[config.mk]
export PLATFORM = sky130hd
export DESIGN_NAME = emi_frame_parser
export DESIGN_NICKNAME = d
export VERILOG_FILES = /design/src/rtl/efp_pkg.sv /design/src/rtl/efp_in_stage.sv /design/src/rtl/efp_core.sv /design/src/rtl/efp_out_stage.sv /design/src/rtl/emi_frame_parser.sv
export VERILOG_INCLUDE_DIRS = /design/src /design/src/rtl
export SDC_FILE = /design/constraint.sdc
export NUM_CORES = 1
export LEC_CHECK = 0
export BUFFER_PORTS_ARGS = -buffer_cell sky130_fd_sc_hd__buf_4
export CAP_MARGIN = 20
export CORE_ASPECT_RATIO = 2
export CORE_MARGIN = 5
export CORE_UTILIZATION = 40
export DETAILED_ROUTE_END_ITERATION = 8
export PLACE_DENSITY = 0.56
export RECOVER_POWER = 100
export SLEW_MARGIN = 5
export SYNTH_ARGS = -nofsm -noshare
export SYNTH_HDL_FRONTEND = slang
export SYNTH_SLANG_ARGS = --single-unit
[constraint.sdc]
create_clock -name clk -period 11.4 [get_ports clk]
set_input_delay 1.71 -clock clk [delete_from_list [all_inputs] [get_ports clk]]
set_output_delay 1.71 -clock clk [all_outputs]
set_load 0.01 [all_outputs]
[src/rtl/assert_macros.svh]
// ----------------------------------------------------------------------------
// Assertion macros
// Shared concurrent assertion forms for the frame parser RTL.
// ----------------------------------------------------------------------------
`ifndef ASSERT_MACROS_SVH
`define ASSERT_MACROS_SVH

`ifndef ASSERT_OFF
`define EFP_ASSERT_IMP(lbl, clk, rstn, ante, cons, msg) \
  lbl: assert property (@(posedge clk) disable iff (!rstn) (ante) |-> (cons)) \
    else $error(msg);
`define EFP_ASSERT_NXT(lbl, clk, rstn, ante, cons, msg) \
  lbl: assert property (@(posedge clk) disable iff (!rstn) (ante) |=> (cons)) \
    else $error(msg);
`else
`define EFP_ASSERT_IMP(lbl, clk, rstn, ante, cons, msg)
`define EFP_ASSERT_NXT(lbl, clk, rstn, ante, cons, msg)
`endif

`endif

[src/rtl/efp_pkg.sv]
// ----------------------------------------------------------------------------
// EMI frame parser package
// Types, widths, character codes and error codes shared by the parser.
// ----------------------------------------------------------------------------
`default_nettype none

package efp_pkg;

  localparam int unsigned BYTE_W  = 8;
  localparam int unsigned FIELD_W = 6;
  localparam int unsigned POS_W   = 17;
  localparam int unsigned NUM_W   = 7;
  localparam int unsigned HEX_W   = 9;
  localparam int unsigned EXTRA_W = 8;
  localparam int unsigned NACK_CNT_W = 2;

  localparam int unsigned OP01_FIELDS_DEF = 4;
  localparam int unsigned OP5X_FIELDS_DEF = 33;
  localparam int unsigned OP60_FIELDS_DEF = 14;

  localparam logic [BYTE_W-1:0] CH_STX   = 8'h02;
  localparam logic [BYTE_W-1:0] CH_ETX   = 8'h03;
  localparam logic [BYTE_W-1:0] CH_SLASH = 8'h2F;
  localparam logic [BYTE_W-1:0] CH_0     = 8'h30;
  localparam logic [BYTE_W-1:0] CH_9     = 8'h39;
  localparam logic [BYTE_W-1:0] CH_UA    = 8'h41;
  localparam logic [BYTE_W-1:0] CH_UF    = 8'h46;
  localparam logic [BYTE_W-1:0] CH_LA    = 8'h61;
  localparam logic [BYTE_W-1:0] CH_LF    = 8'h66;
  localparam logic [BYTE_W-1:0] CH_ACK   = 8'h41;
  localparam logic [BYTE_W-1:0] CH_NACK  = 8'h4E;
  localparam logic [BYTE_W-1:0] CH_OP    = 8'h4F;
  localparam logic [BYTE_W-1:0] CH_REPLY = 8'h52;

  localparam logic [NUM_W-1:0] OP_01 = 7'd1;
  localparam logic [NUM_W-1:0] OP_31 = 7'd31;
  localparam logic [NUM_W-1:0] OP_51 = 7'd51;
  localparam logic [NUM_W-1:0] OP_53 = 7'd53;
  localparam logic [NUM_W-1:0] OP_60 = 7'd60;

  localparam logic [HEX_W-1:0] HEX_EMPTY = 9'h1FF;
  localparam logic [HEX_W-1:0] HEX_BAD   = 9'h100;

  typedef enum logic [3:0] {
    ERR_NONE, ERR_MARKER, ERR_DIGIT, ERR_LENGTH, ERR_DIR,
    ERR_TYPE, ERR_ACK, ERR_FIELDS, ERR_CHECKSUM, ERR_NACK
  } err_kind_t;

  typedef struct packed {
    logic [BYTE_W-1:0] data_byte;
    logic              last_byte;
  } efp_item_t;

  typedef struct packed {
    logic [BYTE_W-1:0]  field_byte;
    logic [FIELD_W-1:0] field_index;
    logic               field_byte_valid;
    logic               frame_done;
    logic               frame_ok;
    err_kind_t          error_kind;
    logic [NUM_W-1:0]   transaction_number;
    logic [NUM_W-1:0]   operation_type;
    logic               is_reply;
    logic               positive_ack;
    logic [NUM_W-1:0]   nack_code;
    logic [EXTRA_W-1:0] extra_field_count;
  } efp_result_t;

endpackage

`default_nettype wire

[src/rtl/efp_in_stage.sv]
// ----------------------------------------------------------------------------
// EMI frame parser input register
// Holds one accepted byte until the parser step consumes it.
// ----------------------------------------------------------------------------
`default_nettype none

module efp_in_stage (
  input  wire logic              clk,
  input  wire logic              rst_n,
  input  wire logic              in_valid,
  output logic                   in_stall,
  input  wire efp_pkg::efp_item_t in_item,
  input  wire logic              consume,
  output logic                   item_valid,
  output efp_pkg::efp_item_t     item
);

  logic               valid_r;
  efp_pkg::efp_item_t item_r;
  logic               load;

  assign in_stall   = valid_r && !consume;
  assign load       = in_valid && !in_stall;
  assign item_valid = valid_r;
  assign item       = item_r;

  always_ff @(posedge clk) begin
    if (!rst_n) begin
      valid_r <= 1'b0;
    end else if (load) begin
      valid_r <= 1'b1;
    end else if (consume) begin
      valid_r <= 1'b0;
    end
  end

  always_ff @(posedge clk) begin
    if (load) begin
      item_r <= in_item;
    end
  end

endmodule

`default_nettype wire

[src/rtl/efp_core.sv]
// ----------------------------------------------------------------------------
// EMI frame parser step
// Frame state registers and the per-byte decode, check and stream logic.
// ----------------------------------------------------------------------------
`default_nettype none

module efp_core #(
  parameter int unsigned OP01_FIELDS = efp_pkg::OP01_FIELDS_DEF,
  parameter int unsigned OP5X_FIELDS = efp_pkg::OP5X_FIELDS_DEF,
  parameter int unsigned OP60_FIELDS = efp_pkg::OP60_FIELDS_DEF
) (
  input  wire logic               clk,
  input  wire logic               rst_n,
  input  wire logic               fire,
  input  wire efp_pkg::efp_item_t item,
  output efp_pkg::efp_result_t    res
);

  localparam int unsigned PW = efp_pkg::POS_W;
  localparam int unsigned NW = efp_pkg::NUM_W;
  localparam int unsigned FW = efp_pkg::FIELD_W;
  localparam int unsigned BW = efp_pkg::BYTE_W;

  logic [PW-1:0]                   pos_r, pos_nxt;
  logic [PW-1:0]                   len_r, len_nxt;
  logic [NW-1:0]                   trn_r, trn_nxt;
  logic [NW-1:0]                   op_r, op_nxt;
  logic                            reply_r, reply_nxt;
  logic                            ack_r, ack_nxt;
  logic [FW-1:0]                   fc_r, fc_nxt;
  logic [FW-1:0]                   fe_r, fe_nxt;
  logic [efp_pkg::EXTRA_W-1:0]     extra_r, extra_nxt;
  logic [BW-1:0]                   sum_r, sum_nxt;
  logic [BW-1:0]                   rb0_r, rb0_nxt;
  logic [BW-1:0]                   rb1_r, rb1_nxt;
  logic [efp_pkg::HEX_W-1:0]       hex_r, hex_nxt;
  logic [NW-1:0]                   nack_r, nack_nxt;
  logic [efp_pkg::NACK_CNT_W-1:0]  ncnt_r, ncnt_nxt;
  efp_pkg::err_kind_t              err_r, err_nxt;

  function automatic logic [PW-1:0] dec_shift(input logic [PW-1:0] acc,
                                              input logic [3:0] d);
    logic [PW+3:0] t;
    t = {1'b0, acc, 3'b000} + {3'b000, acc, 1'b0} + (PW+4)'(d);
    return t[PW-1:0];
  endfunction

  function automatic logic [4:0] hex_val(input logic [BW-1:0] c);
    logic [4:0] h;
    h = 5'h10;
    if (c >= efp_pkg::CH_0 && c <= efp_pkg::CH_9) begin
      h = {1'b0, 4'(c - efp_pkg::CH_0)};
    end else if (c >= efp_pkg::CH_UA && c <= efp_pkg::CH_UF) begin
      h = {1'b0, 4'(c - efp_pkg::CH_UA + 8'd10)};
    end else if (c >= efp_pkg::CH_LA && c <= efp_pkg::CH_LF) begin
      h = {1'b0, 4'(c - efp_pkg::CH_LA + 8'd10)};
    end
    return h;
  endfunction

  function automatic logic type_known(input logic [NW-1:0] op);
    return op == efp_pkg::OP_01 || op == efp_pkg::OP_31 || op == efp_pkg::OP_60 ||
           (op >= efp_pkg::OP_51 && op <= efp_pkg::OP_53);
  endfunction

  function automatic logic [FW-1:0] count_for_op(input logic [NW-1:0] op);
    logic [FW-1:0] n;
    n = '0;
    if (op == efp_pkg::OP_01) begin
      n = FW'(OP01_FIELDS);
    end else if (op == efp_pkg::OP_31) begin
      n = FW'(2);
    end else if (op >= efp_pkg::OP_51 && op <= efp_pkg::OP_53) begin
      n = FW'(OP5X_FIELDS);
    end else if (op == efp_pkg::OP_60) begin
      n = FW'(OP60_FIELDS);
    end
    return n;
  endfunction

  function automatic logic [FW-1:0] count_for_reply(input logic [NW-1:0] op,
                                                    input logic ack);
    logic [FW-1:0] n;
    n = '0;
    if (op == efp_pkg::OP_01 || op == efp_pkg::OP_31 || op == efp_pkg::OP_60) begin
      n = ack ? FW'(2) : FW'(3);
    end else if (op >= efp_pkg::OP_51 && op <= efp_pkg::OP_53) begin
      n = FW'(3);
    end
    return n;
  endfunction

  function automatic efp_pkg::err_kind_t min_err(input efp_pkg::err_kind_t cur,
                                                 input logic [9:1] flags);
    efp_pkg::err_kind_t r;
    r = cur;
    for (int k = 9; k >= 1; k--) begin
      if (flags[k] && (r == efp_pkg::ERR_NONE || 4'(k) < r)) begin
        r = efp_pkg::err_kind_t'(4'(k));
      end
    end
    return r;
  endfunction

  logic [BW-1:0]      b;
  logic [PW-1:0]      p;
  logic               is_dig;
  logic [3:0]         dv;
  logic [PW-1:0]      acc_t;
  logic [PW-1:0]      acc_l;
  logic [PW-1:0]      acc_o;
  logic [PW-1:0]      acc_n;
  logic [4:0]         h;
  logic [BW-1:0]      chk;
  logic [9:1]         ef;
  efp_pkg::err_kind_t err_new;

  always_comb begin
    b      = item.data_byte;
    p      = pos_r;
    is_dig = (b >= efp_pkg::CH_0) && (b <= efp_pkg::CH_9);
    dv     = 4'(b - efp_pkg::CH_0);
    acc_t  = dec_shift(PW'(trn_r), dv);
    acc_l  = dec_shift(len_r, dv);
    acc_o  = dec_shift(PW'(op_r), dv);
    acc_n  = dec_shift(PW'(nack_r), dv);
    h      = hex_val(b);
    chk    = (p >= PW'(3)) ? BW'(sum_r - rb0_r - rb1_r) : '0;
    ef     = '0;

    pos_nxt   = pos_r;
    len_nxt   = len_r;
    trn_nxt   = trn_r;
    op_nxt    = op_r;
    reply_nxt = reply_r;
    ack_nxt   = ack_r;
    fc_nxt    = fc_r;
    fe_nxt    = fe_r;
    extra_nxt = extra_r;
    sum_nxt   = sum_r;
    rb0_nxt   = rb0_r;
    rb1_nxt   = rb1_r;
    hex_nxt   = hex_r;
    nack_nxt  = nack_r;
    ncnt_nxt  = ncnt_r;
    res       = '0;

    if (p == '0) begin
      ef[1] = (b != efp_pkg::CH_STX);
    end else if (p <= PW'(2)) begin
      if (is_dig) begin
        trn_nxt = acc_t[NW-1:0];
      end else begin
        ef[2] = 1'b1;
      end
    end else if (p == PW'(3) || p == PW'(9) || p == PW'(14)) begin
      ef[2] = is_dig;
    end else if (p <= PW'(8)) begin
      if (is_dig) begin
        len_nxt = acc_l;
      end else begin
        ef[2] = 1'b1;
      end
    end else if (p == PW'(10)) begin
      if (b == efp_pkg::CH_OP) begin
        reply_nxt = 1'b0;
      end else if (b == efp_pkg::CH_REPLY) begin
        reply_nxt = 1'b1;
      end else begin
        ef[4] = 1'b1;
      end
    end else if (p == PW'(12) || p == PW'(13)) begin
      if (is_dig) begin
        op_nxt = acc_o[NW-1:0];
      end else begin
        ef[2] = 1'b1;
      end
      if (p == PW'(13)) begin
        ef[5] = !type_known(op_nxt);
        if (!reply_r) begin
          fe_nxt = count_for_op(op_nxt);
        end
      end
    end else if (p == PW'(15) && reply_r) begin
      if (b == efp_pkg::CH_ACK) begin
        ack_nxt = 1'b1;
      end else if (b == efp_pkg::CH_NACK) begin
        ack_nxt = 1'b0;
      end else begin
        ef[6] = 1'b1;
      end
      fe_nxt = count_for_reply(op_r, ack_nxt);
    end

    if (!item.last_byte) begin
      if (p >= PW'(15)) begin
        if (b == efp_pkg::CH_SLASH) begin
          if (fc_r < fe_nxt) begin
            fc_nxt = fc_r + FW'(1);
          end else if (extra_r != '1) begin
            extra_nxt = extra_r + 8'd1;
          end
          hex_nxt = efp_pkg::HEX_EMPTY;
        end else begin
          if (fc_r < fe_nxt) begin
            res.field_byte       = b;
            res.field_index      = fc_r;
            res.field_byte_valid = 1'b1;
            if (fc_r == FW'(1) && reply_nxt && !ack_nxt) begin
              if (ncnt_r < 2'd2) begin
                if (is_dig) begin
                  nack_nxt = acc_n[NW-1:0];
                end else begin
                  ef[9] = 1'b1;
                end
              end else if (ncnt_r == 2'd2 && is_dig) begin
                ef[9] = 1'b1;
              end
              if (ncnt_r != 2'd3) begin
                ncnt_nxt = ncnt_r + 2'd1;
              end
            end
          end
          if (h[4]) begin
            hex_nxt = efp_pkg::HEX_BAD;
          end else if (hex_r == efp_pkg::HEX_EMPTY) begin
            hex_nxt = {5'b0, h[3:0]};
          end else if (!hex_r[8]) begin
            hex_nxt = (hex_r[7:4] != 4'd0) ? efp_pkg::HEX_BAD : {1'b0, hex_r[3:0], h[3:0]};
          end
        end
      end
      if (p != '0) begin
        sum_nxt = sum_r + b;
      end
      rb1_nxt = rb0_r;
      rb0_nxt = b;
      if (pos_r != '1) begin
        pos_nxt = pos_r + PW'(1);
      end
    end else begin
      ef[1] = ef[1] || (b != efp_pkg::CH_ETX);
      ef[2] = ef[2] || (p < PW'(14));
      ef[6] = ef[6] || (p < PW'(15) && reply_nxt);
      ef[3] = ({1'b0, p} + 18'd1) != ({1'b0, len_nxt} + 18'd2);
      ef[7] = fc_r < fe_nxt;
      ef[8] = hex_r[8] || (hex_r[7:0] != chk);
      ef[9] = reply_nxt && !ack_nxt && (ncnt_r < 2'd2);
    end

    err_new = min_err(err_r, ef);
    err_nxt = err_new;

    if (item.last_byte) begin
      res.frame_done         = 1'b1;
      res.frame_ok           = (err_new == efp_pkg::ERR_NONE);
      res.error_kind         = err_new;
      res.transaction_number = trn_nxt;
      res.operation_type     = op_nxt;
      res.is_reply           = reply_nxt;
      res.positive_ack       = reply_nxt && ack_nxt;
      res.nack_code          = (reply_nxt && !ack_nxt) ? nack_r : '0;
      res.extra_field_count  = extra_r;
      pos_nxt   = '0;
      len_nxt   = '0;
      trn_nxt   = '0;
      op_nxt    = '0;
      reply_nxt = 1'b0;
      ack_nxt   = 1'b0;
      fc_nxt    = '0;
      fe_nxt    = '0;
      extra_nxt = '0;
      sum_nxt   = '0;
      rb0_nxt   = '0;
      rb1_nxt   = '0;
      hex_nxt   = '0;
      nack_nxt  = '0;
      ncnt_nxt  = '0;
      err_nxt   = efp_pkg::ERR_NONE;
    end
  end

  always_ff @(posedge clk) begin
    if (!rst_n) begin
      pos_r   <= '0;
      len_r   <= '0;
      trn_r   <= '0;
      op_r    <= '0;
      reply_r <= 1'b0;
      ack_r   <= 1'b0;
      fc_r    <= '0;
      fe_r    <= '0;
      extra_r <= '0;
      sum_r   <= '0;
      rb0_r   <= '0;
      rb1_r   <= '0;
      hex_r   <= '0;
      nack_r  <= '0;
      ncnt_r  <= '0;
      err_r   <= efp_pkg::ERR_NONE;
    end else if (fire) begin
      pos_r   <= pos_nxt;
      len_r   <= len_nxt;
      trn_r   <= trn_nxt;
      op_r    <= op_nxt;
      reply_r <= reply_nxt;
      ack_r   <= ack_nxt;
      fc_r    <= fc_nxt;
      fe_r    <= fe_nxt;
      extra_r <= extra_nxt;
      sum_r   <= sum_nxt;
      rb0_r   <= rb0_nxt;
      rb1_r   <= rb1_nxt;
      hex_r   <= hex_nxt;
      nack_r  <= nack_nxt;
      ncnt_r  <= ncnt_nxt;
      err_r   <= err_nxt;
    end
  end

endmodule

`default_nettype wire

[src/rtl/efp_out_stage.sv]
// ----------------------------------------------------------------------------
// EMI frame parser result register
// Holds one result until the receiving side takes it.
// ----------------------------------------------------------------------------
`default_nettype none

module efp_out_stage (
  input  wire logic                 clk,
  input  wire logic                 rst_n,
  input  wire logic                 src_valid,
  input  wire efp_pkg::efp_result_t src_res,
  output logic                      src_take,
  output logic                      out_valid,
  input  wire logic                 out_stall,
  output efp_pkg::efp_result_t      out_res
);

  logic                 valid_r;
  efp_pkg::efp_result_t res_r;

  assign src_take  = src_valid && (!valid_r || !out_stall);
  assign out_valid = valid_r;
  assign out_res   = res_r;

  always_ff @(posedge clk) begin
    if (!rst_n) begin
      valid_r <= 1'b0;
    end else if (src_take) begin
      valid_r <= 1'b1;
    end else if (!out_stall) begin
      valid_r <= 1'b0;
    end
  end

  always_ff @(posedge clk) begin
    if (src_take) begin
      res_r <= src_res;
    end
  end

endmodule

`default_nettype wire

[src/rtl/emi_frame_parser.sv]
// Each byte is held in the input register, and its result in the result register.
// Throughput: one byte per cycle while the output is not stalled.
// A byte is taken while an earlier result waits, if the input register is empty or frees.
// Reset: synchronous, active low; clears the frame state and both stage valid flags.
// ----------------------------------------------------------------------------
// EMI frame parser
// Parses a UCP/EMI frame one byte per transfer, streams field bytes and reports status.
// ----------------------------------------------------------------------------
`default_nettype none

`include "assert_macros.svh"

module emi_frame_parser #(
  parameter int unsigned OP01_FIELDS = efp_pkg::OP01_FIELDS_DEF,
  parameter int unsigned OP5X_FIELDS = efp_pkg::OP5X_FIELDS_DEF,
  parameter int unsigned OP60_FIELDS = efp_pkg::OP60_FIELDS_DEF
) (
  input  wire logic        clk,
  input  wire logic        rst_n,
  input  wire logic        in_valid,
  output logic             in_stall,
  input  wire logic [7:0]  in_data_byte,
  input  wire logic        in_last_byte,
  output logic             out_valid,
  input  wire logic        out_stall,
  output logic [7:0]       out_field_byte,
  output logic [5:0]       out_field_index,
  output logic             out_field_byte_valid,
  output logic             out_frame_done,
  output logic             out_frame_ok,
  output logic [3:0]       out_error_kind,
  output logic [6:0]       out_transaction_number,
  output logic [6:0]       out_operation_type,
  output logic             out_is_reply,
  output logic             out_positive_ack,
  output logic [6:0]       out_nack_code,
  output logic [7:0]       out_extra_field_count
);

  efp_pkg::efp_item_t   in_item;
  efp_pkg::efp_item_t   item;
  logic                 item_valid;
  logic                 fire;
  efp_pkg::efp_result_t step_res;
  efp_pkg::efp_result_t res;

  assign in_item.data_byte = in_data_byte;
  assign in_item.last_byte = in_last_byte;

  efp_in_stage u_in (
    .clk        (clk),
    .rst_n      (rst_n),
    .in_valid   (in_valid),
    .in_stall   (in_stall),
    .in_item    (in_item),
    .consume    (fire),
    .item_valid (item_valid),
    .item       (item)
  );

  efp_core #(
    .OP01_FIELDS (OP01_FIELDS),
    .OP5X_FIELDS (OP5X_FIELDS),
    .OP60_FIELDS (OP60_FIELDS)
  ) u_core (
    .clk   (clk),
    .rst_n (rst_n),
    .fire  (fire),
    .item  (item),
    .res   (step_res)
  );

  efp_out_stage u_out (
    .clk       (clk),
    .rst_n     (rst_n),
    .src_valid (item_valid),
    .src_res   (step_res),
    .src_take  (fire),
    .out_valid (out_valid),
    .out_stall (out_stall),
    .out_res   (res)
  );

  assign out_field_byte         = res.field_byte;
  assign out_field_index        = res.field_index;
  assign out_field_byte_valid   = res.field_byte_valid;
  assign out_frame_done         = res.frame_done;
  assign out_frame_ok           = res.frame_ok;
  assign out_error_kind         = res.error_kind;
  assign out_transaction_number = res.transaction_number;
  assign out_operation_type     = res.operation_type;
  assign out_is_reply           = res.is_reply;
  assign out_positive_ack       = res.positive_ack;
  assign out_nack_code          = res.nack_code;
  assign out_extra_field_count  = res.extra_field_count;

  `EFP_ASSERT_IMP(a_done_no_field, clk, rst_n, out_valid && out_frame_done, !out_field_byte_valid, "field byte flagged on frame end")
  `EFP_ASSERT_IMP(a_status_idle, clk, rst_n, out_valid && !out_frame_done, !out_frame_ok && out_error_kind == efp_pkg::ERR_NONE, "status set before frame end")
  `EFP_ASSERT_IMP(a_ok_matches, clk, rst_n, out_valid && out_frame_done, out_frame_ok == (out_error_kind == efp_pkg::ERR_NONE), "frame ok disagrees with error kind")
  `EFP_ASSERT_NXT(a_in_held, clk, rst_n, in_valid && !in_stall, item_valid, "accepted byte not held")

endmodule

`default_nettype wire

## After elaboration in Yosys (flattened, before gate mapping)

Index checks and enable logic that the tools add are counted.

- Add/subtract/negate cells: 22
- Multipliers: 0
- Divide/modulo/power cells: 0
- Order comparisons: 27
- Eq/ne operators: 32
- Shift-type cells: 0
- Multiplexer cells: 153
- Bitwise gates (word level): 2
- Reductions and logical operators: 88

Operators by type and width:

| cell | count |
|---|---|
| $mux 7 | 26 |
| $mux 17 | 8 |
| $mux 6 | 18 |
| $eq 17x4->1 const B | 6 |
| $mux 8 | 10 |
| $mux 9 | 7 |
| $mux 1 | 55 |
| $mux 4 | 11 |
| $logic_not 4->1 | 10 |
| $mux 37 | 1 |
| $lt 17x4->1 const B | 2 |
| $eq 8x7->1 const B | 4 |
| $logic_and 1x1->1 | 25 |
| $logic_or 1x1->1 | 22 |
| $reduce_bool 2->1 | 11 |
| $add 7x4->7 | 3 |
| $add 7x7->7 | 3 |
| $add 17x1->18 const B | 1 |
| $add 17x2->18 const B | 1 |
| $mux 3 | 6 |
| $ne 18x18->1 | 1 |
| $add 17x1->17 const B | 1 |
| $add 17x17->17 | 1 |
| $add 17x4->17 | 1 |
| other kinds (53) | 90 |

- Register bits after elaboration: 179
- Latch bits: 0
- Memory bits (writable): 0
- ROM bits: 0
- Bits of input ports: 13
- Output and inout port bits: 54
- Logic and storage cells: 357
- Memories kept: 0

## Depth between registers and ports, before layout

Gate-level depths: netlist of the first run.

- Depth after elaboration: 63
- Depth in mapped cells: 28
- Gate-level depth less buffers: 27

## Modules after synthesis

A second synthesis of the first run with hierarchy kept.

- Cells, all modules: 1,526
- Area total of the unflattened synthesis: 13,047.5 µm²

By module, submodules not included:

| module | times used | cells each | area each (µm²) | seq. area each (µm²) |
|---|---|---|---|---|
| efp_core | 1 | 1,457 | 11,129.4 | 2,322.2 |
| efp_out_stage | 1 | 56 | 1,600.3 | 1,581.5 |
| efp_in_stage | 1 | 13 | 317.8 | 290.3 |

## Worst setup path before layout of the first run

Ideal clock, no wire load.

- Path kind: flip-flop to flip-flop
- Start point: register u_in.item_r, in the netlist u_in.item[4]
- End point: register u_out.res_r, in the netlist u_out.out_res[32] (data pin)
- Library setup time: 255 ps
- Arrival: 5,865 ps
- Required time: 11,145 ps
- Slack: 5,279 ps
- Cell stages (with the launch flop): 26
- Buffers on the path: 0
- Period minus slack after synthesis: 6,121 ps
- Cell sequence: edfxtp_1 -> fa_1 -> ha_1 -> and3_1 -> or3_1 -> and2_1 -> nand2b_1 -> o21ai_0 -> and2_1 -> nor2_1 -> nand2_1 -> a21boi_0 -> o21ai_0 -> ha_1 -> a21oi_1 -> o21ai_0 -> a2111oi_0 -> nor4b_2 -> o211ai_1 -> a311oi_2 -> or2_2 -> o31ai_1 -> a211o_1 -> a31o_1 -> or3_4 -> and3_1

- Cells in the longest elaborated chain, start to end: 61
- Elaborated cells between the ends (all ways): 159
- Those cells by class: 4 x add/sub; 13 x order compare; 11 x eq/ne; 90 x mux; 41 x reduce/logical

RTL lines:

| element | line | text |
|---|---|---|
| start: declaration | efp_in_stage.sv:19 | `efp_pkg::efp_item_t item_r;` |
| start signal: assignment | efp_in_stage.sv:39 | `item_r <= in_item;` |
| $sub 4x1->4, or another cell as far along | efp_core.sv:122 | `dv = 4'(b - efp_pkg::CH_0);` |
| $add 7x4->7 or $logic_and 1x1->1 (tied branches) | efp_core.sv:44, efp_core.sv:121 |  |
| $mux 7 | efp_core.sv:173 | `if (is_dig) begin` |
| $mux 7 | efp_core.sv:172 | `end else if (p == PW'(12) \|\| p == PW'(13)) begin` |
| $mux 7 | efp_core.sv:164 | `end else if (p == PW'(10)) begin` |
| $mux 7 | efp_core.sv:158 | `end else if (p <= PW'(8)) begin` |
| $mux 7 | efp_core.sv:156 | `end else if (p == PW'(3) \|\| p == PW'(9) \|\| p == PW'(14)) begin` |
| $mux 7 | efp_core.sv:150 | `end else if (p <= PW'(2)) begin` |
| [45 not listed] | n/a |  |
| $lt 2x4->1 or $logic_not 4->1 (tied branches) | efp_core.sv:98 | `if (flags[k] && (r == efp_pkg::ERR_NONE \|\| 4'(k) < r)) begin` |
| $logic_or 1x1->1 | efp_core.sv:98 |  |
| $logic_and 1x1->1 | efp_core.sv:98 |  |
| $mux 4 | efp_core.sv:98 |  |
| $lt 1x4->1 or $logic_not 4->1 (tied branches) | efp_core.sv:98 |  |
| $logic_or 1x1->1 | efp_core.sv:98 |  |
| $logic_and 1x1->1 | efp_core.sv:98 |  |
| $mux 4 * | efp_core.sv:98 |  |
| end signal: assignment | efp_out_stage.sv:37 | `res_r <= src_res;` |
| end: declaration | efp_out_stage.sv:19 | `efp_pkg::efp_result_t res_r;` |

Mark *: on every way between the ends. The rest lies on a longest branch, timed or not. The select of a mux whose other input is x is not followed.
A chain may end at the register's enable or synchronous reset.

## Worst setup path after layout of the first run

- Start point: register u_in.item_r, in the netlist u_in.item[1]
- End point: register u_out.res_r, in the netlist u_out.out_res[35] (data pin)

- Cells in the longest elaborated chain, start to end: 62
- Elaborated cells between the ends (all ways): 160
- Those cells by class: 4 x add/sub; 13 x order compare; 11 x eq/ne; 90 x mux; 42 x reduce/logical

RTL lines:

| element | line | text |
|---|---|---|
| $sub 4x1->4, or another cell as far along | efp_core.sv:122 |  |
| $add 7x4->7 or $logic_and 1x1->1 (tied branches) | efp_core.sv:44, efp_core.sv:121 |  |
| $mux 7 | efp_core.sv:173 |  |
| $mux 7 | efp_core.sv:172 |  |
| $mux 7 | efp_core.sv:164 |  |
| $mux 7 | efp_core.sv:158 |  |
| $mux 7 | efp_core.sv:156 |  |
| $mux 7 | efp_core.sv:150 |  |
| [46 not listed] | n/a |  |
| $logic_or 1x1->1 | efp_core.sv:98 |  |
| $logic_and 1x1->1 | efp_core.sv:98 |  |
| $mux 4 | efp_core.sv:98 |  |
| $lt 1x4->1 or $logic_not 4->1 (tied branches) | efp_core.sv:98 |  |
| $logic_or 1x1->1 | efp_core.sv:98 |  |
| $logic_and 1x1->1 | efp_core.sv:98 |  |
| $mux 4 * | efp_core.sv:98 |  |
| $logic_not 4->1 * | efp_core.sv:256 | `res.frame_ok = (err_new == efp_pkg::ERR_NONE);` |

Marks and branches as above.

==> impl_summary.md, run 1 <==
Synth
The register area share after synthesis is 31.3%. The post-synthesis instance total is 1559. Counting flops and latches in the post-synthesis netlist gives 179. The synthesized design contains 61 enable-type register cells. The post-synthesis async set-or-reset flop share is 0%. In the synthesized netlist the dominant register cell turns out to be sky130_fd_sc_hd__dfxtp_1. For this run, the number of Yosys warnings is 0. Counting every net in the synthesized netlist gives 1676.

The netlist uses 117 different library cells. The cell area that synthesis handed to floorplanning was 13400 µm². The mean post-synth cell area is 8.61 µm².

Routing
The count of unresolved DRC violations after routing is 0. The first TritonRoute pass finished after 5 iterations. The post-detailed-routing wire length is 39800 µm.

The post-detailed-route wirelength per cell is 19.6 µm. Using the TritonRoute via totals, the vias-per-cell ratio works out to 5.77. The number of nets still failing antenna checks after routing is 0. The number of violations reported at the end of detailed-routing iteration 0 is 576.

The detailed router placed 11711 vias in this run.

STA
The final period demand of the worst path is 7.90 ns. The fraction of the cycle the final worst path needs is 69.3%. Clock skew on the completed layout was measured at 0.0152 ns. The sum of negative setup slack is 0 ns. After layout, the worst setup slack is 3.50 ns. The maximum clock frequency is 127 MHz. Setup repair after global routing left no endpoint under its margin.

Headroom to the max-slew limit came out at -150%. The hold violation count in the final report is 0. Setup violations remaining at the end of the flow were counted as 0. The final-report max-slew violation count is 253. The measured slew at the worst slew-check pin is 3.75 ns.

Floorplanning
In this run the count of I/O pins placed on the die edge is 67. The floorplan row count is 95. The die outline area is 37500 µm². The initial utilization of the core area, before any placement, comes to 40.2%. In this run the horizontal extent of the chip is 139 µm. The total area inside the core boundary comes to 33400 µm².

In this run the vertical extent of the chip is 269 µm.

Clocking
The later-pin clock latency in the skew report is 0.46 ns. In this run the clock root is driven by a sky130_fd_sc_hd__clkbuf_16. The number of H-tree levels is 4. Clock-pin slew was measured on the worst setup and hold paths at 0.07 ns. The total CTS buffers is 17. The clock passes through at most 2 buffers.

In this run, post-CTS repair resized a total of 0 instances. The number of sinks handled by clock tree synthesis is 179. In this run the post-CTS setup repair buffer count came out at 0. The TritonCTS clock tree is yes.

The hold-fix buffer count after cts is 0.

Hold path
The min-delay analysis places its worst path in the category flop to flop.

Worst setup path
At the worst endpoint, the required time is 11.66 ns. The sort of element at the start of the critical path is a flop. Along the worst path, the maximum fanout reaches 20. The worst reg-to-reg setup slack is 3.50 ns. The worst register-to-register path has a depth of 24.

In this run the worst setup path terminates at u_out.out_res[35]. In this run the critical register-to-register path is captured at u_out.out_res[35]. The arrival time at the worst endpoint is 8.16 ns. The category of the most critical setup path is flop to flop. In this run the critical register-to-register path is launched from u_in.item[1].

The timing startpoint of the critical path is u_in.item[1]. The worst setup path is captured at a flop.

Pwr
Summed over all cells, the static leakage comes to 5.44 nW. The peak supply drop is 98.6 µV. The power density over cell area is 99.7 nW/µm².

Finish
The leading cell type in the layout, fill and taps excluded is sky130_fd_sc_hd__nor2_1. In the layout the commonest cells are sky130_fd_sc_hd__nor2_1, sky130_fd_sc_hd__dfxtp_1, sky130_fd_sc_hd__nand2_1, sky130_fd_sc_hd__a21oi_1, sky130_fd_sc_hd__ha_1. Cells with a size suffix above 1 make up 6.47% of the layout. The number of antenna diodes in the final layout is 0. The final-stage net count is 1696. The layout overhead on the synthesized area is 8.42%.

Place
The worst slack at placement is 4.66 ns. Buffers placed on the I/O ports in this run total 66. Once detailed placement completed, the half-perimeter wirelength came to 30100 µm. The placer congestion estimate is 0.883.

Global routing
Entering global routing, the biggest net connects 71 pins. The global-route track usage on met1 is 20.3%. The aggregate global-route resource usage is 20.9%. The met2 track utilization from global routing is 42.3%.

The busiest layer in global routing is met2. The number of global-route vias before repair is 11644. The global-route congestion overflow total is 0. The met3 demand-to-capacity share in global routing is 2.50%. The initial antenna violation count is 0.

The first-pass GRT wire length is 62400 µm.

Status
The flow ran to the end, but the final reports show violations. The final reports fail on capacitance limit, slew limit.

Job
The tool flagged a number of max-cap violations equal to 5.
[final cells by class]
type | instances | area [µm²]
clock inverters | 15 | 213
fillers | 3398 | 18900
multi-input cells | 1238 | 8560
well taps | 436 | 546
flip-flops and latches | 179 | 4190
repair buffers | 83 | 379
clock buffers | 17 | 425
inverters | 60 | 228
[sequential cells by signal (all words and copies together), names as in the netlist, 4 cells and up]
register        count
u_core.err_r        4
u_core.extra_r      8
u_core.fc_r         6
u_core.fe_r         6
u_core.hex_r        9
u_core.len_r       17
u_core.nack_r       7
u_core.op_r         7
u_core.p           17
u_core.rb0_r        8
u_core.rb1_r        8
u_core.sum_r        8
u_core.trn_r        7
u_in.item           9
u_out.out_res      52
[stage by stage]
stage / hold slack [ns] / total power [W] / utilization, % / cells / area [µm²]
2_1_floorplan: 0.409 / 0.000783 / - / 1559 / 13400
5_1_grt: 0.457 / 0.00150 / 43.5 / 2028 / 14500
6_report: 0.439 / 0.00145 / 43.5 / 2028 / 14500
3_3_place_gp: 0.424 / 0.000835 / 42.6 / 1996 / 14200
4_1_cts: 0.436 / 0.00147 / 44.5 / 2028 / 14900
3_5_place_dp: 0.426 / 0.000836 / 42.6 / 1996 / 14200
[report_power, final]
| group | switching [W] | leakage [nW] | internal (W) | total (W) |
|---|---|---|---|---|
| registers | 0.00000859 | 1.53 | 0.000671 | 0.000680 |
| logic | 0.0000915 | 3.60 | 0.0000414 | 0.000133 |
| clock network | 0.000299 | 0.307 | 0.000338 | 0.000638 |
| total | 0.000400 | 5.44 | 0.00105 | 0.00145 |
[metal layers]
metal	routed length, µm	vias to the layer above
li1	-	5737
met1	14300	5629
met2	22600	253
met3	1020	92
met4	1860	0
met5	0	-
[synth_stat cells, types with 14 or more instances]
cell type,n,area [µm²]
sky130_fd_sc_hd__nor2b_1,23,144
sky130_fd_sc_hd__a21boi_0,14,105
sky130_fd_sc_hd__nor4_1,21,131
sky130_fd_sc_hd__o211ai_1,15,113
sky130_fd_sc_hd__nand2_1,109,409
sky130_fd_sc_hd__and2_1,45,282
sky130_fd_sc_hd__inv_1,58,218
sky130_fd_sc_hd__a21oi_1,109,546
sky130_fd_sc_hd__or3_1,20,125
sky130_fd_sc_hd__clkbuf_1,57,214
sky130_fd_sc_hd__a22oi_1,28,210
sky130_fd_sc_hd__xnor2_1,60,526
sky130_fd_sc_hd__ha_1,88,1100
sky130_fd_sc_hd__fa_1,16,320
sky130_fd_sc_hd__nand3_1,42,210
sky130_fd_sc_hd__edfxtp_1,61,1830
sky130_fd_sc_hd__nor3_1,49,245
sky130_fd_sc_hd__o21ai_0,53,265
sky130_fd_sc_hd__and3_1,31,194
sky130_fd_sc_hd__nand2b_1,18,113
sky130_fd_sc_hd__xor2_1,26,228
sky130_fd_sc_hd__nor2_1,169,634
sky130_fd_sc_hd__o21a_1,19,143
sky130_fd_sc_hd__dfxtp_1,118,2360
sky130_fd_sc_hd__a21o_1,33,248
sky130_fd_sc_hd__nand4_1,22,138
[critical path, stage by stage, from the launching register on]
cell and delay (ns):
sky130_fd_sc_hd__edfxtp_1 0.32, sky130_fd_sc_hd__clkbuf_1 0.62, sky130_fd_sc_hd__inv_1 0.40, sky130_fd_sc_hd__ha_1 0.34, sky130_fd_sc_hd__o21bai_1 0.22, sky130_fd_sc_hd__a21oi_2 0.08
sky130_fd_sc_hd__clkbuf_1 0.49, sky130_fd_sc_hd__nor4b_1 0.95, sky130_fd_sc_hd__a311oi_2 0.11, sky130_fd_sc_hd__nand3_1 0.17, sky130_fd_sc_hd__nor3_1 0.05, sky130_fd_sc_hd__o21ai_0 0.26
sky130_fd_sc_hd__ha_1 0.32, sky130_fd_sc_hd__a21oi_1 0.12, sky130_fd_sc_hd__o21ai_0 0.15, sky130_fd_sc_hd__a2111oi_0 0.35, sky130_fd_sc_hd__nor4b_1 0.40, sky130_fd_sc_hd__o211ai_1 0.16
sky130_fd_sc_hd__a311oi_1 0.48, sky130_fd_sc_hd__or2_2 0.24, sky130_fd_sc_hd__o31ai_1 0.10, sky130_fd_sc_hd__a211o_1 0.35, sky130_fd_sc_hd__a31o_1 0.26, sky130_fd_sc_hd__or3_1 0.40
sky130_fd_sc_hd__nor4b_1 0.32
[cells by family after synthesis]
kind of cell	count (synthesis)	share of synthesized area [%]
buffers and inverters	142	4.53
AOI/OAI and AO/OA	402	21.1
DFF	179	31.3
xor gates and xnor gates	87	5.78
and+or+nand+nor	628	25.2
muxes	17	1.47
adders and majority gates	104	10.6
[how the worst min path moves through the flow]
stage / to / depth (start not counted) / startpoint
after global routing: u_core.fe_r[4] / 2 / u_core.fe_r[4]
final: u_core.fe_r[4] / 2 / u_core.fe_r[4]
after floorplan: u_core.fe_r[4] / 2 / u_core.fe_r[4]
after CTS: u_core.fe_r[4] / 2 / u_core.fe_r[4]
after detailed placement: u_core.fe_r[4] / 2 / u_core.fe_r[4]
after global placement: u_core.fe_r[4] / 2 / u_core.fe_r[4]
Power figures use the tool's default switching activity.
==> run 2: changes to the inputs <==
--- a/config.mk
+++ b/config.mk
@@ -12,7 +12,7 @@
 export CORE_MARGIN = 5
 export CORE_UTILIZATION = 40
 export DETAILED_ROUTE_END_ITERATION = 8
-export PLACE_DENSITY = 0.56
+export PLACE_DENSITY = 0.58
 export RECOVER_POWER = 100
 export SLEW_MARGIN = 5
 export SYNTH_ARGS = -nofsm -noshare
==> constraint.sdc (replaced) <==
create_clock -name clk -period 6.9 [get_ports clk]
set_input_delay 1.035 -clock clk [delete_from_list [all_inputs] [get_ports clk]]
set_output_delay 1.035 -clock clk [all_outputs]
set_load 0.01 [all_outputs]
==> run 2 against run 1 <==
The run still ends with capacitance limit, slew limit left. Sequential cell count unchanged. Clock-buffer cell count unchanged. Total power up 61%. Combinational power up 74%. Worst setup slack worse by 3.0 ns. Wire length up 1.6%. Utilization up 0.28 points. Non-clock buffer count up 12. First-iteration DRC count down 10%. Highest routed layer unchanged.
==> impl_summary.md, run 2 (synthesized netlist as in run 1, its figures left out) <==
Hold path
The tightest min-delay check is of the flop to flop type. The critical hold path startpoint is u_core.fe_r[4].

STA
The worst setup skew after layout is 0.0139 ns. Setup total negative slack on the finished layout was measured at 0 ns. The measured slew at the worst slew-check pin is 3.48 ns. Final hold analysis gives a worst-case slack of 0.437 ns. Setup repair after global routing left no endpoint under its margin.

Headroom to the max-slew limit came out at -132%. The maximum clock frequency is 157 MHz. The final-report max-slew violation count came to 245. The hold violation count in the final report is 0. The final period demand of the worst path is 6.38 ns. The fraction of the cycle the final worst path needs is 92.4%. Setup violations remaining at the end of the flow were counted as 0.

Place
Port buffering added 66 buffers. Detailed placement ended at an HPWL of 30800 µm. The number of placed instances, taps included, is 2007.

At the end of routability-driven placement, the weighted congestion stood at 0.892.

Routing
The wire length on met1 is 14000 µm. The routed design uses 23000 µm of met2 wire. The uppermost signal routing layer after detailed routing is met4. After detailed routing, the average wire length per cell comes to 19.8 µm.

The number of violations reported at the end of detailed-routing iteration 0 is 518. The first-pass iteration count of the detailed router is 5. The total number of vias is 11915. The via-per-instance ratio is 5.84. The sum of met3 wire segment lengths after detailed routing is 1110 µm. The post-detailed-routing wire length is 40400 µm. The count of unresolved DRC violations after routing is 0. The count of nets left with antenna violations once routing finished came out at 0.

Finish
Of the cells placed in the final design, the portion with a size suffix greater than 1 is 7.79%. The count of placed standard cells in the final layout, fillers left out is 2040. The library cell used most frequently in the layout, excluding fill and tap cells, is sky130_fd_sc_hd__nor2_1. At the end of the flow, the number of nets in the layout was 1708. The flip-flop and latch area is 4200 µm².

In the final layout, the multi-input gates occupy 8610 µm². The register with the most flip-flops in the layout has 52 of them. The library cells used most frequently in the layout, excluding fill and tap cells, are sky130_fd_sc_hd__nor2_1, sky130_fd_sc_hd__dfxtp_1, sky130_fd_sc_hd__a21oi_1.

The count of inserted antenna diode cells is 0. The number of filler instances in the final layout is 3411. The layout overhead on the synthesized area is 9.12%.

Clocking
The hold-fix buffer count after cts is 0. Counting the buffers created by CTS gives 17. The largest buffer count on any clock path is 2. CTS built an H-tree with a depth of 4. For the worst-skew pair, the clock arrives at the later sink with an insertion delay of 0.46 ns. CTS saw 179 sinks. The root buffer cell chosen for the clock tree is sky130_fd_sc_hd__clkbuf_16. After clock tree synthesis, the clock-pin slew on the worst setup and hold paths is 0.08 ns.

The TritonCTS clock tree is yes.

Worst setup path
The worst endpoint required time is 7.11 ns. The largest individual stage delay along the critical path comes from the cell sky130_fd_sc_hd__fa_1. The source of the worst register-to-register timing path is u_in.item[4]. The largest single stage delay on the critical path is 0.55 ns. In this run the worst path has a maximum fanout of 5. The critical path in this run is classified as flop to flop. The arrival time at the worst endpoint is 6.59 ns.

The worst setup path is captured at a flop. Tracing the worst setup path back leads to its startpoint at u_in.item[4]. The sort of element at the start of the critical path is a flop.

Floorplanning
The count of boundary I/O pins is 67. The floorplan row count is 95. The die outline area is 37500 µm². The horizontal die dimension is 139 µm. The initial standard-cell utilization of the core is 40.2%.

The core region is 33400 µm². Measured along the y axis, the die boundary spans 269 µm.

Global routing
After global routing the overflow that remains totals 0. Global routing used 21.4% of the available tracks. The number of global-route vias before repair was 12086. The largest net degree at the start of global routing is 66. The initial antenna violation count is 0. The first global-routing pass estimated 63800 µm of wire.

Pwr
The peak supply drop is 159 µV. The standby leakage power is 5.49 nW. The power density over cell area is 160 nW/µm².

Status
The checks that failed: capacitance limit, slew limit. The run finished, with violations left.

Job
The tool flagged a number of max-cap violations equal to 5.
==> run 2: timing repair <==
action	4_1_cts	5_1_grt
resized for setup	0	6
setup buffers	0	1
endpoints found under the setup margin	0	5
==> run 2: through the flow <==
| stage | setup slack [ns] | instance area, µm² | total power (W) | utilization [%] |
|---|---|---|---|---|
| after global placement | 0.424 | 14300 | 0.00138 | 42.8 |
| final | 0.521 | 14600 | 0.00234 | 43.8 |
| after detailed placement | 0.355 | 14300 | 0.00139 | 42.8 |
| after floorplan | 0.779 | 13400 | 0.00129 | - |
| after CTS | 0.300 | 14900 | 0.00238 | 44.6 |
| after global routing | 0.0176 | 14600 | 0.00243 | 43.8 |
==> run 2: cell type report <==
class / count / share of cell area, %
clock buffers: 17 / 2.91
clock inverters: 15 / 1.12
inverters: 60 / 1.56
repair buffers: 95 / 3.23
multi-input cells: 1238 / 58.8
flip-flops and latches: 179 / 28.7
well taps: 436 / 3.73
==> run 2: critical path, delay by kind of cell (launching register included) <==
| family | cells | cell delay (ns) |
|---|---|---|
| and+or+nand+nor | 12 | 2.52 |
| DFF | 1 | 0.42 |
| adders and majority gates | 3 | 1.07 |
| AOI/OAI and AO/OA | 11 | 2.12 |
==> run 2: worst paths after layout <==
check	endpoint	depth (start not counted)	slack (ns)
setup / recovery	u_out.out_res[32]	26	0.52
hold / removal	u_core.fe_r[4]	2	0.44
setup reg to reg	u_out.out_res[32]	26	0.52
hold reg to reg	u_core.fe_r[4]	2	0.44
==> run 2: metal layers <==
metal,up-vias,global-route usage [%]
li1,5766,-
met1,5749,20.1
met2,275,43.2
met3,125,2.75
met4,0,12.4
met5,-,0
==> run 2: power by group <==
part / total (W) / internal (W) / switching, W
clock network: 0.000986 / 0.000487 / 0.000499
logic: 0.000231 / 0.0000717 / 0.000159
registers: 0.00112 / 0.00111 / 0.0000124
